**src/sv/i2a_pkg.sv**
```systemverilog
// Shared types, constants and helper functions of the integer to ASCII converter.
package i2a_pkg;

    // Defaults for the top-level parameters.
    localparam int VALUE_WIDTH_DEF = 32;
    localparam int QUEUE_DEPTH_DEF = 2;

    // Field widths of the stream payloads.
    localparam int ROOM_W      = 8;
    localparam int CHAR_W      = 8;
    localparam int COUNT_W     = 4;
    localparam int OUT_PAD_W   = 4;
    localparam int OUT_TDATA_W = CHAR_W + COUNT_W + OUT_PAD_W;

    // Longest text that is ever written for one item.
    localparam int MAX_CHARS = 11;

    // Conversion modes as carried in tuser.
    localparam logic MODE_DEC = 1'b0;
    localparam logic MODE_HEX = 1'b1;

    // Character codes.
    localparam logic [CHAR_W-1:0] ASCII_NUL     = 8'h00;
    localparam logic [CHAR_W-1:0] ASCII_ZERO    = 8'h30;
    localparam logic [CHAR_W-1:0] ASCII_UPPER_A = 8'h41;
    localparam logic [CHAR_W-1:0] ASCII_LOWER_A = 8'h61;
    localparam logic [CHAR_W-1:0] ASCII_MINUS   = 8'h2D;

    localparam logic [3:0] DEC_RADIX = 4'd10;

    // Classified job handed from the front end to the back end.
    typedef struct packed {
        logic              mode;
        logic              neg;
        logic              room_zero;
        logic [ROOM_W-1:0] room;
    } t_job_ctrl;

    // Back-end sequencer states.
    typedef enum logic [1:0] {
        ST_IDLE,
        ST_CONV,
        ST_SIZE,
        ST_EMIT
    } t_back_state;

    // Turns one digit (decimal or hex) into its ASCII code.
    function automatic logic [CHAR_W-1:0] digit_to_ascii(input logic [3:0] digit,
                                                         input logic       upper);
        logic [CHAR_W-1:0] base;
        base = upper ? ASCII_UPPER_A : ASCII_LOWER_A;
        if (digit < DEC_RADIX) begin
            return ASCII_ZERO + {4'd0, digit};
        end
        return base + {4'd0, digit - DEC_RADIX};
    endfunction

endpackage

```
**src/sv/i2a_queue.sv**
```systemverilog
// Small register queue between the front end and the back end.
module i2a_queue #(
    parameter int WIDTH = 8,
    parameter int DEPTH = 2
) (
    input  logic             i_clk,
    input  logic             i_rst_n,
    input  logic             i_push,
    input  logic [WIDTH-1:0] i_data,
    output logic             o_full,
    input  logic             i_pop,
    output logic [WIDTH-1:0] o_data,
    output logic             o_empty
);

    localparam int AW = (DEPTH > 1) ? $clog2(DEPTH) : 1;
    localparam int CW = $clog2(DEPTH + 1);

    logic [WIDTH-1:0] r_mem [DEPTH];
    logic [AW-1:0]    r_wr_ptr, n_wr_ptr;
    logic [AW-1:0]    r_rd_ptr, n_rd_ptr;
    logic [CW-1:0]    r_count,  n_count;
    logic             do_push;
    logic             do_pop;

    assign o_full  = (r_count == CW'(DEPTH));
    assign o_empty = (r_count == '0);
    assign o_data  = r_mem[r_rd_ptr];
    assign do_push = i_push && !o_full;
    assign do_pop  = i_pop && !o_empty;

    // Pointer and fill-level updates, wrapping at the depth.
    always_comb begin
        n_wr_ptr = r_wr_ptr;
        n_rd_ptr = r_rd_ptr;
        n_count  = r_count;
        if (do_push) begin
            n_wr_ptr = (r_wr_ptr == AW'(DEPTH - 1)) ? '0 : r_wr_ptr + 1'b1;
        end
        if (do_pop) begin
            n_rd_ptr = (r_rd_ptr == AW'(DEPTH - 1)) ? '0 : r_rd_ptr + 1'b1;
        end
        if (do_push && !do_pop) begin
            n_count = r_count + 1'b1;
        end else if (do_pop && !do_push) begin
            n_count = r_count - 1'b1;
        end
    end

    always_ff @(posedge i_clk) begin
        if (!i_rst_n) begin
            r_wr_ptr <= '0;
            r_rd_ptr <= '0;
            r_count  <= '0;
        end else begin
            r_wr_ptr <= n_wr_ptr;
            r_rd_ptr <= n_rd_ptr;
            r_count  <= n_count;
        end
    end

    // Entry storage needs no reset.
    always_ff @(posedge i_clk) begin
        if (do_push) begin
            r_mem[r_wr_ptr] <= i_data;
        end
    end

endmodule

```
**src/sv/i2a_front.sv**
```systemverilog
// Front end: accepts input items, classifies them and takes the decimal magnitude.
module i2a_front #(
    parameter int VALUE_WIDTH = 32,
    parameter int IN_TDATA_W  = 40
) (
    input  logic                      i_s_tvalid,
    output logic                      o_s_tready,
    input  logic [IN_TDATA_W-1:0]     i_s_tdata,
    input  logic                      i_s_tuser,
    input  logic                      i_q_full,
    output logic                      o_q_push,
    output i2a_pkg::t_job_ctrl        o_job_ctrl,
    output logic [VALUE_WIDTH-1:0]    o_job_mag
);

    import i2a_pkg::*;

    logic [VALUE_WIDTH-1:0] value;
    logic [ROOM_W-1:0]      room;
    logic                   neg;

    // Unpack the item: value in the low bits, room above it.
    assign value = i_s_tdata[VALUE_WIDTH-1:0];
    assign room  = i_s_tdata[VALUE_WIDTH+ROOM_W-1:VALUE_WIDTH];

    // A negative decimal is written as a minus and its magnitude; the most
    // negative value negates onto itself, which read unsigned is correct.
    assign neg       = (i_s_tuser == MODE_DEC) && value[VALUE_WIDTH-1];
    assign o_job_mag = neg ? (~value + {{(VALUE_WIDTH-1){1'b0}}, 1'b1}) : value;

    always_comb begin
        o_job_ctrl.mode      = i_s_tuser;
        o_job_ctrl.neg       = neg;
        o_job_ctrl.room_zero = (room == '0);
        o_job_ctrl.room      = room;
    end

    // An item is taken whenever the queue has space.
    assign o_s_tready = !i_q_full;
    assign o_q_push   = i_s_tvalid && !i_q_full;

endmodule

```
**src/sv/i2a_back.sv**
```systemverilog
// Back end: converts a job to digits and emits one character per cycle unless stalled.
module i2a_back #(
    parameter int VALUE_WIDTH = 32
) (
    input  logic                        i_clk,
    input  logic                        i_rst_n,
    input  logic                        i_hex_upper,
    input  logic                        i_q_empty,
    output logic                        o_q_pop,
    input  i2a_pkg::t_job_ctrl          i_job_ctrl,
    input  logic [VALUE_WIDTH-1:0]      i_job_mag,
    output logic                        o_m_tvalid,
    input  logic                        i_m_tready,
    output logic [i2a_pkg::CHAR_W-1:0]  o_m_char,
    output logic                        o_m_char_valid,
    output logic                        o_m_last,
    output logic [i2a_pkg::COUNT_W-1:0] o_m_count
);

    import i2a_pkg::*;

    // Value padded to whole nibbles; four bits are converted per cycle.
    localparam int PW    = ((VALUE_WIDTH + 3) / 4) * 4;
    localparam int NNIB  = PW / 4;
    // Decimal digits needed for VALUE_WIDTH bits (1233/4096 is just below log10(2)).
    localparam int NDIG  = (VALUE_WIDTH * 1233) / 4096 + 1;
    localparam int BCD_W = 4 * NDIG;
    localparam int DIGW  = $clog2(NDIG);
    localparam int LENW  = $clog2(NDIG + 2);
    localparam int CNTW  = $clog2(NNIB + 1);

    localparam logic [3:0] BCD_ADJ_LIMIT = 4'd5;
    localparam logic [3:0] BCD_ADJ_ADD   = 4'd3;

    t_back_state r_state, n_state;

    logic [PW-1:0]      r_bin,   n_bin;
    logic [BCD_W-1:0]   r_bcd,   n_bcd;
    logic [CNTW-1:0]    r_cnt,   n_cnt;
    logic               r_neg,   n_neg;
    logic               r_zero,  n_zero;
    logic [ROOM_W-1:0]  r_room,  n_room;
    logic [DIGW-1:0]    r_pos,   n_pos;
    logic               r_minus, n_minus;
    logic [COUNT_W-1:0] r_left,  n_left;
    logic [COUNT_W-1:0] r_n,     n_n;

    logic               r_m_valid, n_m_valid;
    logic [CHAR_W-1:0]  r_m_char,  n_m_char;
    logic               r_m_cv,    n_m_cv;
    logic               r_m_last,  n_m_last;
    logic [COUNT_W-1:0] r_m_count, n_m_count;

    logic [PW-1:0]      pad_mag;
    logic [BCD_W-1:0]   hex_bcd;
    logic [BCD_W-1:0]   conv_bcd;
    logic [PW-1:0]      conv_bin;
    logic [LENW-1:0]    num_dig;
    logic [LENW-1:0]    text_len;
    logic [ROOM_W-1:0]  clip_len;
    logic [COUNT_W-1:0] size_n;
    logic [3:0]         cur_digit;
    logic [CHAR_W-1:0]  emit_char;
    logic               emit_last;
    logic               out_free;

    assign pad_mag  = PW'(i_job_mag);
    assign out_free = !r_m_valid || i_m_tready;
    assign o_q_pop  = (r_state == ST_IDLE) && !i_q_empty;

    // Hex digits are the nibbles of the value as they stand.
    always_comb begin
        hex_bcd = '0;
        for (int i = 0; i < NNIB; i++) begin
            hex_bcd[4*i +: 4] = pad_mag[4*i +: 4];
        end
    end

    // Four double-dabble steps: adjust every digit, then shift one bit in.
    always_comb begin
        logic [BCD_W-1:0] bcd_t;
        logic [PW-1:0]    bin_t;
        bcd_t = r_bcd;
        bin_t = r_bin;
        for (int s = 0; s < 4; s++) begin
            for (int d = 0; d < NDIG; d++) begin
                if (bcd_t[4*d +: 4] >= BCD_ADJ_LIMIT) begin
                    bcd_t[4*d +: 4] = bcd_t[4*d +: 4] + BCD_ADJ_ADD;
                end
            end
            bcd_t = {bcd_t[BCD_W-2:0], bin_t[PW-1]};
            bin_t = {bin_t[PW-2:0], 1'b0};
        end
        conv_bcd = bcd_t;
        conv_bin = bin_t;
    end

    // Number of significant digits, at least one, and the clipped text length.
    always_comb begin
        num_dig = LENW'(1);
        for (int i = 0; i < NDIG; i++) begin
            if (r_bcd[4*i +: 4] != 4'd0) begin
                num_dig = LENW'(i + 1);
            end
        end
        text_len = num_dig + LENW'(r_neg);
        clip_len = ROOM_W'(text_len);
        if (r_room < clip_len) begin
            clip_len = r_room;
        end
        if (clip_len > ROOM_W'(MAX_CHARS)) begin
            clip_len = ROOM_W'(MAX_CHARS);
        end
        size_n = COUNT_W'(clip_len);
    end

    // Character at the current emit position.
    assign cur_digit = r_bcd[4*r_pos +: 4];
    assign emit_last = r_zero || (r_left == COUNT_W'(1));

    always_comb begin
        if (r_zero) begin
            emit_char = ASCII_NUL;
        end else if (r_minus) begin
            emit_char = ASCII_MINUS;
        end else begin
            emit_char = digit_to_ascii(cur_digit, i_hex_upper);
        end
    end

    // Next state.
    always_comb begin
        n_state = r_state;
        unique case (r_state)
            ST_IDLE: begin
                if (!i_q_empty) begin
                    if (i_job_ctrl.room_zero) begin
                        n_state = ST_EMIT;
                    end else if (i_job_ctrl.mode == MODE_HEX) begin
                        n_state = ST_SIZE;
                    end else begin
                        n_state = ST_CONV;
                    end
                end
            end
            ST_CONV: begin
                if (r_cnt == CNTW'(1)) begin
                    n_state = ST_SIZE;
                end
            end
            ST_SIZE: begin
                n_state = ST_EMIT;
            end
            ST_EMIT: begin
                if (out_free && emit_last) begin
                    n_state = ST_IDLE;
                end
            end
            default: begin
                n_state = ST_IDLE;
            end
        endcase
    end

    // Datapath and output register updates per state.
    always_comb begin
        n_bin     = r_bin;
        n_bcd     = r_bcd;
        n_cnt     = r_cnt;
        n_neg     = r_neg;
        n_zero    = r_zero;
        n_room    = r_room;
        n_pos     = r_pos;
        n_minus   = r_minus;
        n_left    = r_left;
        n_n       = r_n;
        n_m_valid = r_m_valid && !i_m_tready;
        n_m_char  = r_m_char;
        n_m_cv    = r_m_cv;
        n_m_last  = r_m_last;
        n_m_count = r_m_count;
        unique case (r_state)
            ST_IDLE: begin
                if (!i_q_empty) begin
                    n_bin   = pad_mag;
                    n_bcd   = (i_job_ctrl.mode == MODE_HEX) ? hex_bcd : '0;
                    n_cnt   = CNTW'(NNIB);
                    n_neg   = i_job_ctrl.neg;
                    n_zero  = i_job_ctrl.room_zero;
                    n_room  = i_job_ctrl.room;
                    n_minus = i_job_ctrl.neg;
                    n_left  = COUNT_W'(1);
                    n_n     = '0;
                end
            end
            ST_CONV: begin
                n_bin = conv_bin;
                n_bcd = conv_bcd;
                n_cnt = r_cnt - 1'b1;
            end
            ST_SIZE: begin
                n_pos  = DIGW'(num_dig - 1'b1);
                n_left = size_n;
                n_n    = size_n;
            end
            ST_EMIT: begin
                if (out_free) begin
                    n_m_valid = 1'b1;
                    n_m_char  = emit_char;
                    n_m_cv    = !r_zero;
                    n_m_last  = emit_last;
                    n_m_count = emit_last ? r_n : '0;
                    if (r_minus) begin
                        n_minus = 1'b0;
                    end else begin
                        n_pos = r_pos - 1'b1;
                    end
                    n_left = r_left - 1'b1;
                end
            end
            default: begin
            end
        endcase
    end

    always_ff @(posedge i_clk) begin
        if (!i_rst_n) begin
            r_state   <= ST_IDLE;
            r_m_valid <= 1'b0;
        end else begin
            r_state   <= n_state;
            r_m_valid <= n_m_valid;
        end
    end

    // Working and payload registers need no reset.
    always_ff @(posedge i_clk) begin
        r_bin     <= n_bin;
        r_bcd     <= n_bcd;
        r_cnt     <= n_cnt;
        r_neg     <= n_neg;
        r_zero    <= n_zero;
        r_room    <= n_room;
        r_pos     <= n_pos;
        r_minus   <= n_minus;
        r_left    <= n_left;
        r_n       <= n_n;
        r_m_char  <= n_m_char;
        r_m_cv    <= n_m_cv;
        r_m_last  <= n_m_last;
        r_m_count <= n_m_count;
    end

    assign o_m_tvalid     = r_m_valid;
    assign o_m_char       = r_m_char;
    assign o_m_char_valid = r_m_cv;
    assign o_m_last       = r_m_last;
    assign o_m_count      = r_m_count;

endmodule

```
**src/sv/integer_to_ascii_converter.sv**
```systemverilog
// Top level of the integer to ASCII converter.
//
// Usage: each item on the s_axis channel carries a value, a room limit and a
// mode in tuser (0 signed decimal, 1 unsigned hex). The block answers with
// one m_axis item per character, most significant digit first, with a minus
// in front of a negative decimal. tuser on the output is 1 for a real
// character; tlast marks the final item, which also carries the character
// count. A room of zero gives one item with tuser 0, tlast 1 and count 0.
// The cfg channel sets the hex letter case; it is always ready.
// A decimal item is converted in the double-dabble unit, four bits per
// cycle, then sized, and its characters follow; hex items skip the
// conversion steps. The back end handles one item at a time; a queue of
// QUEUE_DEPTH entries lets further input items be taken meanwhile.
// Reset empties the queue and the output register and clears the letter
// case to lower. When the receiver holds tready low, the output item waits
// in its register and the back end holds at its next character; the queue
// keeps taking input until it is full.
module integer_to_ascii_converter #(
    parameter int VALUE_WIDTH = i2a_pkg::VALUE_WIDTH_DEF,
    parameter int QUEUE_DEPTH = i2a_pkg::QUEUE_DEPTH_DEF
) (
    input  logic i_clk,
    input  logic i_rst_n,
    // Input stream. tdata: value [VALUE_WIDTH-1:0], room above it, zero fill.
    // tuser: mode.
    input  logic s_axis_tvalid,
    output logic s_axis_tready,
    input  logic [((VALUE_WIDTH + i2a_pkg::ROOM_W + 7) / 8) * 8 - 1:0] s_axis_tdata,
    input  logic s_axis_tuser,
    // Output stream. tdata: character [7:0], written_count [11:8], zero fill.
    // tuser: char_valid.
    output logic m_axis_tvalid,
    input  logic m_axis_tready,
    output logic [i2a_pkg::OUT_TDATA_W-1:0] m_axis_tdata,
    output logic m_axis_tuser,
    output logic m_axis_tlast,
    // Configuration: hex letter case.
    input  logic i_cfg_valid,
    output logic o_cfg_ready,
    input  logic i_cfg_data
);

    import i2a_pkg::*;

    localparam int IN_TDATA_W = ((VALUE_WIDTH + ROOM_W + 7) / 8) * 8;
    localparam int JOB_W      = $bits(t_job_ctrl) + VALUE_WIDTH;

    logic                   r_hex_upper;
    logic                   q_full;
    logic                   q_empty;
    logic                   q_push;
    logic                   q_pop;
    t_job_ctrl              front_ctrl;
    logic [VALUE_WIDTH-1:0] front_mag;
    logic [JOB_W-1:0]       q_out;
    t_job_ctrl              back_ctrl;
    logic [VALUE_WIDTH-1:0] back_mag;
    logic [CHAR_W-1:0]      out_char;
    logic [COUNT_W-1:0]     out_count;

    // Letter case register.
    assign o_cfg_ready = 1'b1;

    always_ff @(posedge i_clk) begin
        if (!i_rst_n) begin
            r_hex_upper <= 1'b0;
        end else if (i_cfg_valid) begin
            r_hex_upper <= i_cfg_data;
        end
    end

    i2a_front #(
        .VALUE_WIDTH (VALUE_WIDTH),
        .IN_TDATA_W  (IN_TDATA_W)
    ) u_front (
        .i_s_tvalid (s_axis_tvalid),
        .o_s_tready (s_axis_tready),
        .i_s_tdata  (s_axis_tdata),
        .i_s_tuser  (s_axis_tuser),
        .i_q_full   (q_full),
        .o_q_push   (q_push),
        .o_job_ctrl (front_ctrl),
        .o_job_mag  (front_mag)
    );

    i2a_queue #(
        .WIDTH (JOB_W),
        .DEPTH (QUEUE_DEPTH)
    ) u_queue (
        .i_clk   (i_clk),
        .i_rst_n (i_rst_n),
        .i_push  (q_push),
        .i_data  ({front_ctrl, front_mag}),
        .o_full  (q_full),
        .i_pop   (q_pop),
        .o_data  (q_out),
        .o_empty (q_empty)
    );

    assign back_ctrl = q_out[JOB_W-1:VALUE_WIDTH];
    assign back_mag  = q_out[VALUE_WIDTH-1:0];

    i2a_back #(
        .VALUE_WIDTH (VALUE_WIDTH)
    ) u_back (
        .i_clk          (i_clk),
        .i_rst_n        (i_rst_n),
        .i_hex_upper    (r_hex_upper),
        .i_q_empty      (q_empty),
        .o_q_pop        (q_pop),
        .i_job_ctrl     (back_ctrl),
        .i_job_mag      (back_mag),
        .o_m_tvalid     (m_axis_tvalid),
        .i_m_tready     (m_axis_tready),
        .o_m_char       (out_char),
        .o_m_char_valid (m_axis_tuser),
        .o_m_last       (m_axis_tlast),
        .o_m_count      (out_count)
    );

    // Pack the result item.
    assign m_axis_tdata = {{OUT_PAD_W{1'b0}}, out_count, out_char};

endmodule

```
**config.mk**
```make
export PLATFORM = sky130hd
export DESIGN_NAME = integer_to_ascii_converter
export DESIGN_NICKNAME = d
export VERILOG_FILES = /design/src/sv/i2a_pkg.sv /design/src/sv/i2a_queue.sv /design/src/sv/i2a_front.sv /design/src/sv/i2a_back.sv /design/src/sv/integer_to_ascii_converter.sv
export SDC_FILE = /design/constraint.sdc
export NUM_CORES = 1
export LEC_CHECK = 0
export ABC_AREA = 1
export BUFFER_PORTS_ARGS = -buffer_cell sky130_fd_sc_hd__buf_2
export CORE_ASPECT_RATIO = 2
export CORE_MARGIN = 3
export CORE_UTILIZATION = 68
export CTS_BUF_LIST = sky130_fd_sc_hd__clkbuf_4 sky130_fd_sc_hd__clkbuf_8 sky130_fd_sc_hd__clkbuf_16
export DETAILED_ROUTE_END_ITERATION = 10
export GPL_ROUTABILITY_DRIVEN = 1
export GPL_TIMING_DRIVEN = 0
export PLACE_DENSITY = 0.95
export SYNTH_ARGS = -nofsm -noshare
export SYNTH_HDL_FRONTEND = slang
export SYNTH_SLANG_ARGS = --single-unit
```
**constraint.sdc**
```tcl
create_clock -name i_clk -period 11.56 [get_ports i_clk]
set_input_delay 0.578 -clock i_clk [delete_from_list [all_inputs] [get_ports i_clk]]
set_output_delay 0.578 -clock i_clk [all_outputs]
set_load 0.05 [all_outputs]
```
# == Word-level counts from Yosys, hierarchy flattened ==
# Memory sizes are Yosys's and may differ from the RTL's. A register that Yosys moved wholly into a read port is not among the register bits.
# Index checks and enable logic that the tools add are counted.
# classes
n_shift,1
order_cmp,43
mux,93
add_sub_neg,53
n_eq_ne,11
reduce_logical,45
bitwise,3
# op_table
operator,n
two-way mux 4 bit,46
"greater-or-equal comparator 4 x 3 -> 1 bit, second input constant",40
"adder 4 x 2 -> 4 bit, second input constant",36
two-way mux 32 bit,3
one-hot mux 40 bit (2 select lines),1
one-hot mux 32 bit (2 select lines),1
two-way mux 40 bit,1
variable part select 40 x 7 -> 4 bit,1
nonzero test 4 bit,9
"adder 32 x 1 -> 32 bit, second input constant",1
NOT 32 bit,1
two-way mux 3 bit,8
two-way mux 8 bit,3
one-hot mux 4 bit (2 select lines),3
two-way mux 2 bit,9
"subtractor 4 x 1 -> 4 bit, second input constant",4
two-way mux 1 bit,13
"adder 3 x 2 -> 3 bit, second input constant",4
two-way mux 6 bit,2
one-hot mux 4 bit (3 select lines),1
AND reduction 3 bit,4
nonzero test 2 bit,5
logical AND 1 bit,9
adder 8 x 4 -> 8 bit,1
24 further kinds,43
# word_totals
n_memories,1
regBits,121
word_cells,271
output_inout_bits,21
ram_bits,86
# mem_list
name,depth,word_bits,read_ports,rd_ports_with_merged_regs,write_ports,line_no,source
u_queue.r_mem,2,43,1,1,1,i2a_queue.sv:19,logic [WIDTH-1:0] r_mem [DEPTH];

# == Logic depth before layout (Yosys ltp) ==
# logic_depth
depth_word,16
ltp_mapped,33

# == By module ==
# A second synthesis with hierarchy kept.
# unflattened
hier_cells,1910
hier_area_um2,15207.1
# by_module_without_submodules
module,area_per_inst_um2,cells_each,seq_area_each_um2,n_inst
i2a_back,10416.2,1479,3423.3,1
i2a_queue,3553.4,172,2682.6,1
i2a_front,1151.1,246,0.0,1
integer_to_ascii_converter,86.3,13,20.0,1

# == Worst setup path before layout ==
# OpenSTA, ideal clock, no wires.
# synth_timing
kind,register to register
from,register u_back.r_state[1]
to,register u_back.r_bcd[0] (enable)
path_stages_with_launch,8
t_arrival_ns,4.832
setup_slack_ns,6.193
setup_ns,0.536
path_cell_list,dfxtp_1 > inv_1 > ha_1 > clkbuf_1 > inv_1 > clkbuf_1 > clkbuf_1 > a21oi_1
# synth_via
elab_chain_len,3
word_cells_on_any_way,5
classes_between,eq/ne (2); reduce/logical (3)
# synth_rtl
element,line_no,source
start: declaration,i2a_back.sv:35,"t_back_state r_state, n_state;"
start signal: assignment,i2a_back.sv:231,r_state <= n_state;
== test 2 x 1 -> 1 bit or zero test 2 bit (tied branches),i2a_back.sv:182,unique case (r_state)
nonzero test 2 bit (no source line) or != test 2 bit (tied branches),--,
AND reduction 2 bit (no source line) (*),--,
end signal: assignment,i2a_back.sv:239,r_bcd <= n_bcd;
end: declaration,i2a_back.sv:38,"logic [BCD_W-1:0] r_bcd, n_bcd;"
# Mark *: on every way between the ends. The rest lies on a longest branch, timed or not.
# A chain may end at the register's enable or synchronous reset.

# == Final worst setup path ==
# layout_timing
from,register u_back.r_bcd[4]
to,"register u_back.r_bcd[13], data pin"
# layout_via
elab_chain_len,9
word_cells_on_any_way,19
classes_between,add/sub (6); order compare (6); mux (7)
# layout_rtl
element,line_no,source
adder 4 x 2 -> 4 bit or greater-or-equal comparator 4 x 3 -> 1 bit (tied branches),"i2a_back.sv:88, i2a_back.sv:87",
two-way mux 4 bit (*),i2a_back.sv:87,if (bcd_t[4*d +: 4] >= BCD_ADJ_LIMIT) begin
adder 4 x 2 -> 4 bit or greater-or-equal comparator 4 x 3 -> 1 bit (tied branches),"i2a_back.sv:88, i2a_back.sv:87",
two-way mux 4 bit,i2a_back.sv:87,
adder 4 x 2 -> 4 bit or greater-or-equal comparator 4 x 3 -> 1 bit (tied branches),"i2a_back.sv:88, i2a_back.sv:87",
two-way mux 4 bit,i2a_back.sv:87,
adder 4 x 2 -> 4 bit or greater-or-equal comparator 4 x 3 -> 1 bit (tied branches),"i2a_back.sv:88, i2a_back.sv:87",
two-way mux 4 bit (*),i2a_back.sv:87,
one-hot mux 40 bit (2 select lines) (*),i2a_back.sv:182,
via u_back.n_bcd[13],i2a_back.sv:38,
# The timed path passes the listed nets; every way through them passes the cells marked *.

==> metrics.cfg <==
[run_status]
run_status = completed

[worst_setup_path]
slowest_delay_ps = 450
path_buf_inv = 4
path_class = flip-flop to flip-flop
critPathSlowestCell = edfxtp_1
path_common_cell = nand2_1
cp_top_family = simple AND/OR/NAND/NOR gates
crit_fanout = 4
startpoint_type = flip-flop
cp.required_ps = 11770
end_kind = flip-flop
crit_arrival_ps = 4720

[route]
ant_nets = 0
drc = 0
routed_wl_mm = 38.6
detail_route.first_pass.iterations = 7
vias_per_cell = 6.03
drt_iter0_drc = 1256
vias = 13300
wire_per_inst_um = 17.5

[die]
initial_core_util_pct = 69.7
rows = 74
dieArea_um2 = 23000
die_h_um = 212
fp.dieW_um = 109
boundaryPins = 68
core-area_um2 = 20600

[timing]
max_freq_ghz = 0.221
min_period_over_period_pct = 39.1
tightest_slew_ps = 1290
skew_ps = 30.7
period_needed_ps = 4520
finalHoldViolations = 0
tns_ps = 0
setup_viol = 0
slew_headroom_pct = 14.2
rsz0062_at_grt = false
timing.final.max_slew_violations = 0

[yosys]
synthTopCellsByCount = 523 x nand2_1, 256 x inv_1, 198 x edfxtp_1, 163 x nand3_1, 153 x nor2_1
yosysMostFrequentCell = nand2_1
yosysSeqAreaShare_pct = 42.6
syn_inst = 1845
syn_avg_cell_area_um2 = 7.80
synth_top_area_share_pct = 41.3
ys_seq_elements = 207
syn-cell-area_um2 = 14400
yosys-top-cells-area = edfxtp_1 41%, nand2_1 14%, ha_1 8.6%
synth-edff-count = 198
synth_top_area_cell = edfxtp_1
ys_types = 54
ys_warn_count = 0
synth_flop_cell = edfxtp_1
async_flop_share_pct = 0

[clock_network]
clock_latency_ps = 510
cts_root_buf = clkbuf_16
clk_path_buf_depth = 3
htree_levels = 1
cts_tree = built
clkTransAtPathRegs_ps = 80
cts_resized = 0
cts_setup_buffers = 0
cts_buffers = 17
cts_hold_buf = 0
clock-sinks = 207

[cells_and_area]
final_nets = 2079
fillers = 1280
area_growth_pct = 9.07
drive_above_1_share_pct = 11.4
n_antenna_cell = 0
post-route-util_pct = 76.0

[global_route]
grt_antenna_before_repair = 0
grt_pass1_vias = 13400
grt_max_degree = 37
grtUsageTotal_pct = 33.9
grt_pass1_wl_mm = 61.4
grt_overflow = 0

[placed_design]
gp_congestion = 0.979
io_buffer_count = 61
dpl.hpwl_mm = 28.1

[min_path]
hold_class = input port to flip-flop

[job]
max_cap_violations = 0

==> sequential cells by signal, summed over array words and instances, names as in the netlist, 2 cells and up, named ones only <==
name and cells:
u_back.o_m_char 7, u_back.o_m_count 4, u_back.r_room 8, u_back.r_bin 32, u_back.r_state 2, u_back.r_cnt 4
u_back.r_pos 4, u_back.r_n 4, u_queue.r_mem 86, u_queue.r_count 2, u_back.r_bcd 40, u_back.r_left 4
==> metal layers <==
metal / vias to the layer above / GRT usage (%) / wire, um
li1: 6178 / - / -
met1: 6056 / 31.8 / 11900
met2: 816 / 62.8 / 20700
met3: 263 / 4.97 / 2590
met4: 0 / 26.7 / 3430
met5: - / 0 / 0
==> through the flow <==
stage | hold WS (ps) | worst slack, ps | std cells | area (um2)
after global placement | 435 | 4260 | 2176 | 15000
after floorplan | 425 | 6190 | 1849 | 14400
after global routing | 274 | 6720 | 2209 | 15700
after CTS | 267 | 7200 | 2209 | 15700
final | 272 | 7040 | 2209 | 15700
after detailed placement | 475 | 7250 | 2180 | 15100
==> area by class of cell <==
type | count | area [um2] | area share (%)
multi-input cells | 1319 | 7050 | 44.9
flip-flops and latches | 207 | 6130 | 39.0
inverters | 282 | 1060 | 6.74
clock buffers | 23 | 483 | 3.08
repair buffers | 65 | 385 | 2.46
well taps | 266 | 333 | 2.12
plain buffers | 41 | 196 | 1.25
clock inverters | 6 | 62.6 | 0.399
==> path summary, 6_finish.rpt <==
kind	from	endpoint	slack (ps)	cells past startpoint
worst max-delay path	u_back.r_bcd[4]	u_back.r_bcd[13]	7040	28
worst min register to register	u_queue.r_rd_ptr	u_queue.r_rd_ptr	510	1
worst max register to register	u_back.r_bcd[4]	u_back.r_bcd[13]	7040	28
worst min-delay path	i_cfg_valid	r_hex_upper	270	2
==> placed cells by master (no fill, tap or decap), types with 4 or more instances in the layout <==
cell and count:
buf_12 4, nand4_1 14, nand2_1 523, dfxtp_1 9
a31oi_1 6, or2_2 11, conb_1 6, nor2_1 151
buf_4 8, nand3b_1 5, nor2_2 6, o21ai_2 13
clkbuf_4 4, nor3_1 10, o211ai_1 7, edfxtp_1 198
a21oi_1 48, nand2_4 6, clkbuf_16 17, clkbuf_1 26
nand3_1 163, xor2_1 19, buf_2 65, nor2_4 4
inv_2 25, xnor2_1 15, o21ai_0 111, ha_1 99
nand3_2 8, o21ai_1 25, inv_1 256, nand2_2 29
==> cell families (layout without fill, tap and decap cells) <==
kind of cell               after synthesis  after routing  synth area share, %
adders and majority gates               99             99                 8.61
other                                    2              6               0.0522
DFF                                    207            207                 42.6
xor gates and xnor gates                37             37                 2.41
buffers and inverters                  323            417                 8.72
AOI/OAI and AO/OA                      232            232                 9.08
and+or+nand+nor                        945            945                 28.6
Power is not shown: default switching activity piles up to over one toggle a cycle in this logic, so the estimate is an artifact.
